`src/rtl/core/i2cmbs_pkg.sv`:
```
package i2cmbs_pkg;

  // Command codes carried by the opcode field.
  typedef logic [1:0] opcode_t;

  localparam opcode_t OP_START = 2'd0;
  localparam opcode_t OP_STOP  = 2'd1;
  localparam opcode_t OP_WRITE = 2'd2;
  localparam opcode_t OP_READ  = 2'd3;

  // Tick counter: zero is idle, otherwise the index of the next tick plus one.
  localparam int PhaseW = 5;
  typedef logic [PhaseW-1:0] phase_t;

  // Tick indexes that mark the end of the data bits and the ack slot.
  localparam phase_t LastBitTick = 5'd16;
  localparam phase_t AckDrvTick  = 5'd17;
  localparam phase_t AckClkTick  = 5'd18;
  localparam phase_t MaxPhase    = 5'd20;

  // Pin state: SCL level, SDA drive enable, SDA level.
  typedef struct packed {
    logic scl;
    logic drv;
    logic sda;
  } pins_t;

endpackage

```
`src/rtl/core/i2c_master_byte_sequencer_top.sv`:
```
// I2C master bit-level sequencer.
// Each transaction on the input channel is one timing tick of the I2C bus.
// While idle, a tick with cmd_valid set starts a command (start, stop,
// write byte with ack sample, read byte with ack drive), and that tick is
// already the first of its pin sequence. Commands that arrive while busy
// are ignored. Start and stop take 3 ticks, a write 20 and a read 19.
// Every input transaction yields exactly one output transaction holding the
// pin levels for that tick, busy and done flags, the last read byte and the
// last sampled acknowledge.
// The tick is evaluated between the state registers and the output register,
// so a result shows the cycle after its tick; one tick per cycle unless stalled.
// The output register stays loaded while out_stall is high; a new tick is
// taken in that case only once the waiting result has left, so in_stall
// follows out_valid and out_stall.
// Reset empties the output register, returns the sequencer to idle, and
// sets SCL high with SDA driven high.
module i2c_master_byte_sequencer_top (
  input  logic                 clk,
  input  logic                 rst,
  input  logic                 in_valid,
  output logic                 in_stall,
  input  logic                 cmd_valid,
  input  i2cmbs_pkg::opcode_t  opcode,
  input  logic [7:0]           tx_byte,
  input  logic                 ack_level,
  input  logic                 sda_in,
  output logic                 out_valid,
  input  logic                 out_stall,
  output logic                 scl_level,
  output logic                 sda_drive,
  output logic                 sda_level,
  output logic                 busy_res,
  output logic                 done_res,
  output logic [7:0]           rx_byte,
  output logic                 ack_seen
);
  import i2cmbs_pkg::*;

  // Sequencer state.
  opcode_t    cmd;
  phase_t     phase;
  logic [7:0] shreg;
  logic       ack_tx;
  logic       ack_cap;
  pins_t      pins;
  logic [7:0] rx_hold;

  opcode_t    cmd_next;
  phase_t     phase_next;
  logic [7:0] shreg_next;
  logic       ack_tx_next;
  logic       ack_cap_next;
  pins_t      pins_next;
  logic [7:0] rx_hold_next;

  // Tick evaluation results.
  pins_t      emit;
  logic       busy_c;
  logic       last_c;
  phase_t     tick;
  logic [2:0] bit_idx;
  logic       in_fire;

  assign in_stall = out_valid & out_stall;
  assign in_fire  = in_valid & ~in_stall;

  // Evaluate one tick of the active command.
  always_comb begin
    cmd_next     = cmd;
    phase_next   = phase;
    shreg_next   = shreg;
    ack_tx_next  = ack_tx;
    ack_cap_next = ack_cap;
    pins_next    = pins;
    rx_hold_next = rx_hold;
    last_c       = 1'b0;

    // A command is taken only while idle.
    if (phase == '0 && cmd_valid) begin
      cmd_next    = opcode;
      shreg_next  = (opcode == OP_WRITE) ? tx_byte : 8'h00;
      ack_tx_next = ack_level;
      phase_next  = phase_t'(1);
    end

    busy_c  = (phase_next != '0);
    tick    = phase_next - phase_t'(1);
    bit_idx = ~tick[3:1];
    emit    = pins_next;

    if (busy_c) begin
      unique case (cmd_next)
        OP_START: begin
          if (tick == phase_t'(0)) begin
            pins_next = '{scl: 1'b1, drv: 1'b1, sda: 1'b1};
          end else if (tick == phase_t'(1)) begin
            pins_next.sda = 1'b0;
          end else begin
            pins_next.scl = 1'b0;
          end
          emit = pins_next;
          if (tick >= phase_t'(2)) begin
            pins_next.sda = 1'b1;
            last_c        = 1'b1;
          end
        end
        OP_STOP: begin
          if (tick == phase_t'(0)) begin
            pins_next.drv = 1'b1;
            pins_next.sda = 1'b0;
          end else if (tick == phase_t'(1)) begin
            pins_next.scl = 1'b1;
          end else begin
            pins_next.sda = 1'b1;
          end
          emit   = pins_next;
          last_c = (tick >= phase_t'(2));
        end
        OP_WRITE: begin
          if (tick == phase_t'(0)) begin
            pins_next.drv = 1'b1;
            emit          = pins_next;
          end else if (tick <= LastBitTick) begin
            if (tick[0]) begin
              // Data setup: present the next bit, MSB first.
              pins_next.sda = shreg_next[bit_idx];
              emit          = pins_next;
            end else begin
              // Clock pulse; SCL falls after this tick.
              pins_next.scl = 1'b1;
              emit          = pins_next;
              pins_next.scl = 1'b0;
            end
          end else if (tick == AckDrvTick) begin
            pins_next.drv = 1'b0;
            emit          = pins_next;
          end else if (tick == AckClkTick) begin
            pins_next.scl = 1'b1;
            emit          = pins_next;
            ack_cap_next  = sda_in;
            pins_next.scl = 1'b0;
          end else begin
            emit   = pins_next;
            last_c = 1'b1;
          end
        end
        OP_READ: begin
          if (tick == phase_t'(0)) begin
            pins_next.drv = 1'b0;
            emit          = pins_next;
          end else if (tick <= LastBitTick) begin
            if (tick[0]) begin
              // Clock high: sample the data bit.
              pins_next.scl = 1'b1;
              emit          = pins_next;
              shreg_next    = {shreg_next[6:0], sda_in};
              pins_next.scl = 1'b0;
            end else begin
              emit = pins_next;
            end
          end else if (tick == AckDrvTick) begin
            pins_next = '{scl: 1'b0, drv: 1'b1, sda: ack_tx_next};
            emit      = pins_next;
          end else begin
            pins_next.scl = 1'b1;
            emit          = pins_next;
            pins_next.scl = 1'b0;
            rx_hold_next  = shreg_next;
            last_c        = 1'b1;
          end
        end
        default: begin
          emit = pins_next;
        end
      endcase
      phase_next = last_c ? '0 : phase_next + phase_t'(1);
    end
  end

  // State registers advance once per accepted tick.
  always_ff @(posedge clk) begin
    if (rst) begin
      cmd     <= OP_START;
      phase   <= '0;
      shreg   <= 8'h00;
      ack_tx  <= 1'b0;
      ack_cap <= 1'b0;
      pins    <= '{scl: 1'b1, drv: 1'b1, sda: 1'b1};
      rx_hold <= 8'h00;
    end else if (in_fire) begin
      cmd     <= cmd_next;
      phase   <= phase_next;
      shreg   <= shreg_next;
      ack_tx  <= ack_tx_next;
      ack_cap <= ack_cap_next;
      pins    <= pins_next;
      rx_hold <= rx_hold_next;
    end
  end

  // Output register valid flag.
  always_ff @(posedge clk) begin
    if (rst) begin
      out_valid <= 1'b0;
    end else if (in_fire) begin
      out_valid <= 1'b1;
    end else if (!out_stall) begin
      out_valid <= 1'b0;
    end
  end

  // Output register payload.
  always_ff @(posedge clk) begin
    if (in_fire) begin
      scl_level <= emit.scl;
      sda_drive <= emit.drv;
      sda_level <= emit.drv & emit.sda;
      busy_res  <= busy_c;
      done_res  <= last_c;
      rx_byte   <= rx_hold_next;
      ack_seen  <= ack_cap_next;
    end
  end

  // The tick counter never runs past the longest sequence.
  a_phase_range: assert property (@(posedge clk) disable iff (rst)
    phase <= MaxPhase)
    else $error("tick counter out of range");

  // A finishing tick leaves the sequencer idle.
  a_done_idle: assert property (@(posedge clk) disable iff (rst)
    in_fire && last_c |=> phase == '0)
    else $error("sequencer not idle after done");

  // A reported done always belongs to a busy tick.
  a_done_busy: assert property (@(posedge clk) disable iff (rst)
    out_valid && done_res |-> busy_res)
    else $error("done without busy");

  // A result held under stall blocks the input side.
  a_stall_hold: assert property (@(posedge clk) disable iff (rst)
    out_valid && out_stall |=> out_valid && $stable(busy_res) && $stable(rx_byte))
    else $error("stalled result lost");

endmodule
```
`config.mk`:
```
export PLATFORM = sky130hd
export DESIGN_NAME = i2c_master_byte_sequencer_top
export DESIGN_NICKNAME = d
export VERILOG_FILES = /design/src/rtl/core/i2cmbs_pkg.sv /design/src/rtl/core/i2c_master_byte_sequencer_top.sv
export SDC_FILE = /design/constraint.sdc
export NUM_CORES = 1
export LEC_CHECK = 0
export BUFFER_PORTS_ARGS = -buffer_cell sky130_fd_sc_hd__buf_2
export CAP_MARGIN = 10
export CORE_MARGIN = 2
export CORE_UTILIZATION = 53
export CTS_CLUSTER_SIZE = 25
export DETAILED_ROUTE_END_ITERATION = 8
export PLACE_DENSITY = 0.85
export SETUP_SLACK_MARGIN = 0.4
export SYNTH_ARGS = -nofsm -noshare
export SYNTH_HDL_FRONTEND = slang
export SYNTH_SLANG_ARGS = --single-unit
```
`constraint.sdc`:
```
create_clock -name clk -period 3 [get_ports clk]
set_input_delay 0.3 -clock clk [delete_from_list [all_inputs] [get_ports clk]]
set_output_delay 0.3 -clock clk [all_outputs]
set_load 0.03 [all_outputs]
```
==> flow_summary_export.csv <==
group,metric,value,unit
status,status,"finished clean",
layout,area_delta_synth_final,27.2,%
power,p_leak,0.00134,uW
worst_setup_path,startpoint_type,"register",
global_route,grt_max_degree,29,
yosys,yosysWarningCount,0,
clocking,cts_max_level,2,
sta,finalHoldViolations,0,
global_route,grtUsageMet2,0.432,
die,dieArea,5670,um^2
sta,drv_slew,0,
detailed_routing,vias,2683,
global_route,grt-busiest-layer,"met2",
layout,final_cell_mix,"nand2_1 (50), buf_4 (34), buf_2 (32), a21oi_1 (30), dfxtp_1 (24)",
die,io_pins,33,
yosys,synth.distinct_cells,59,
sta,rsz0062_at_grt,"yes",
sta,setup_violations,0,
worst_setup_path,crit_fanout,5,
sta,finalSetupTns,0,ps
yosys,synth_top_family_by_area,"simple AND/OR/NAND/NOR gates",
global_route,met1_usage,0.360,
detailed_routing,drt_iter0_drc,275,
yosys,synthArstFlopShare,0,
sta,relSlewSlack,0.631,
clocking,cts.clk_slew.worst_paths,80,ps
global_route,grt_pass1_vias,2447,
placement,dp_hpwl,5.14,mm
global_route,use_met3,0.0635,
clocking,clock_sinks,43,
sta,fin_skew,6.20,ps
yosys,syn-instance-count,318,
detailed_routing,wl_per_cell,17.8,um
clocking,cts_buffers,5,
yosys,synthFlopType,"dfxtp_1",
layout,nNetsFinal,395,
clocking,clock_latency,310,ps
power,ir_worst_vdd,0.245,mV
yosys,synth_xor_area_frac,0.00974,
clocking,cts_tree,"built",
worst_setup_path,crit_start,"phase[4]",
clocking,root_buffer,"clkbuf_8",
die,core_area,4820,um^2
sta,finalCritPeriodShare,0.885,
placement,port_buffers,32,
yosys,synth_area,2700,um^2
yosys,synth-simple-area-share,0.243,
clocking,cts-hold-fix-buffers,0,
power,p_seq_frac,0.413,
layout,final_area,3430,um^2
global_route,antenna_found_initial,0,
power,power_frac_comb,0.351,
placement,place_congestion,0.920,
global_route,overflow,0,
layout,fillers,377,
worst_hold_path,hold_class,"in -> reg",
global_route,grt_use_total,0.274,
detailed_routing,drt_first_pass_iters,5,
worst_setup_path,required,3220,ps
power,p_sw_frac,0.357,
yosys,syn_nets,337,
yosys,synth_enable_flop_cells,14,
worst_setup_path,critPathKind,"reg -> reg",
power,power_density,467,nW/um^2
sta,fmax,0.377,GHz
sta,fin_crit,2660,ps
layout,mostFrequentLayoutCell,"nand2_1",
die,initial_core_util,0.560,
worst_setup_path,rr_startpoint,"phase[4]",
yosys,yosys-mux-area-fraction,0.0937,
detailed_routing,antenna_left,0,
yosys,synth-seq-cells,43,
die,dieHeight,75.3,um
power,power_frac_clock,0.236,
layout,antenna_cells,0,
layout,drive_gt1_frac,0.342,
sta,max_slew.worst_pin.slew,554,ps
yosys,synthAdderAreaFrac,0.00928,
worst_setup_path,crit_arrival,2880,ps
worst_setup_path,cp-end-kind,"register",
power,p_switching,572,uW
yosys,synth_compound_area_frac,0.222,
die,die_w,75.3,um
die,row_count,25,
run,cap_violations,0,
yosys,yosysSeqAreaShare,0.371,
detailed_routing,drc,0,
global_route,grt_pass1_wl,11.7,mm
yosys,postSynthAreaPerCell,8.48,um^2
worst_hold_path,hp-start,"in_valid",
detailed_routing,routed_wl,7.90,mm
placement,placed_cell_area,3050,um^2
clocking,cts.path.max_buffers,2,
power,internal_power,1030,uW
detailed_routing,viasPerCell,6.04,
-- area by class of cell --
| type | instances | area (um^2) | share of cell area |
|---|---|---|---|
| Clock inverter | 2 | 12.5 | 0.00365 |
| Multi-Input combinational cell | 241 | 1730 | 0.504 |
| Tap cell | 67 | 83.8 | 0.0244 |
| Sequential cell | 43 | 1010 | 0.294 |
| Timing Repair Buffer | 69 | 458 | 0.133 |
| Clock buffer | 6 | 72.6 | 0.0212 |
| Inverter | 16 | 63.8 | 0.0186 |
-- metrics by stage --
stage,setup WS (ps),hold WS [ps],utilization,power (uW),cells
global route,265,214,0.712,1660,444
CTS,364,221,0.683,1540,435
detailed placement,184,450,0.633,1130,415
floorplan,96.0,424,-,1000,318
global placement,243,442,0.633,1120,415
finish,345,215,0.712,1600,444
-- per-layer routing --
layer,vias up,wire [um],part of all wire
li1,1271,-,-
met5,-,0,0
met4,0,252,0.032
met3,28,643,0.081
met2,146,3690,0.47
met1,1238,3310,0.42
-- repair_timing --
| action | CTS | global route |
|---|---|---|
| setup endpoints to repair | 27 | 30 |
| gates cloned | 0 | 1 |
| pin swaps | 9 | 10 |
| setup buffers | 12 | 8 |
| resized for setup | 12 | 24 |
-- cells in the mapped netlist (2+ instances only) --
| cell type | count | area [um^2] |
|---|---|---|
| dfxtp_1 | 29 | 581 |
| edfxtp_1 | 14 | 420 |
| nand4_1 | 3 | 18.8 |
| a21oi_1 | 34 | 170 |
| buf_1 | 2 | 7.51 |
| nor4_1 | 3 | 18.8 |
| nand3_1 | 10 | 50.1 |
| o221ai_1 | 4 | 35.0 |
| o22ai_1 | 6 | 37.5 |
| buf_4 | 2 | 15.0 |
| nor2_1 | 19 | 71.3 |
| mux2_2 | 2 | 22.5 |
| a31oi_1 | 4 | 25.0 |
| o21ai_0 | 6 | 30.0 |
| or3_1 | 2 | 12.5 |
| mux2_4 | 2 | 30.0 |
| nand2b_1 | 5 | 31.3 |
| o31ai_1 | 3 | 22.5 |
| and2_1 | 4 | 25.0 |
| or2_2 | 3 | 18.8 |
| inv_1 | 16 | 60.1 |
| clkbuf_1 | 12 | 45.0 |
| nand2_1 | 51 | 191 |
| ha_1 | 2 | 25.0 |
| nor3_1 | 7 | 35.0 |
| mux2i_1 | 20 | 200 |
| and3_1 | 8 | 50.1 |
| a21o_1 | 3 | 22.5 |
| o211ai_1 | 4 | 30.0 |
| nor3_2 | 2 | 20.0 |
| a211oi_1 | 6 | 45.0 |
| xnor2_1 | 2 | 17.5 |
| buf_2 | 2 | 10.0 |
-- logic make-up after synthesis --
kind of cell    Yosys count
compound gates           85
xor+xnor                  3
fa+ha+maj                 2
buf+inv                  34
flops                    43
mux                      24
simple gates            127
-- sequential cells by signal (all words and copies together), names as in the netlist, 2 cells and up --
register  flops
rx_byte       8
rx_hold       8
shreg         8
phase         5
pins          3
cmd           2
-- final timing paths --
kind | end | slack [ps] | depth (start not counted)
worst min-delay path | out_valid | 220 | 2
worst max-delay path | phase[3] | 340 | 10
worst max register to register | phase[3] | 340 | 10
worst min register to register | rx_hold[4] | 460 | 2
-- critical path: stages (launching register included) --
cell	delay [ps]
dfxtp_2	340
nor4b_4	360
a21oi_4	120
ha_4	210
xor2_4	180
nor3_1	460
nor2_2	90
a221oi_2	330
buf_4	200
nand3_1	80
a31oi_1	190
-- power by group through the flow --
stage | Combinational [uW] | Clock, uW | Sequential [uW]
after CTS | 501 | 378 | 660
after detailed placement | 455 | 0 | 672
after floorplan | 306 | 0 | 695
after global placement | 449 | 0 | 670
final | 563 | 378 | 662
after global routing | 598 | 399 | 667
Power figures use the tool's default switching activity.
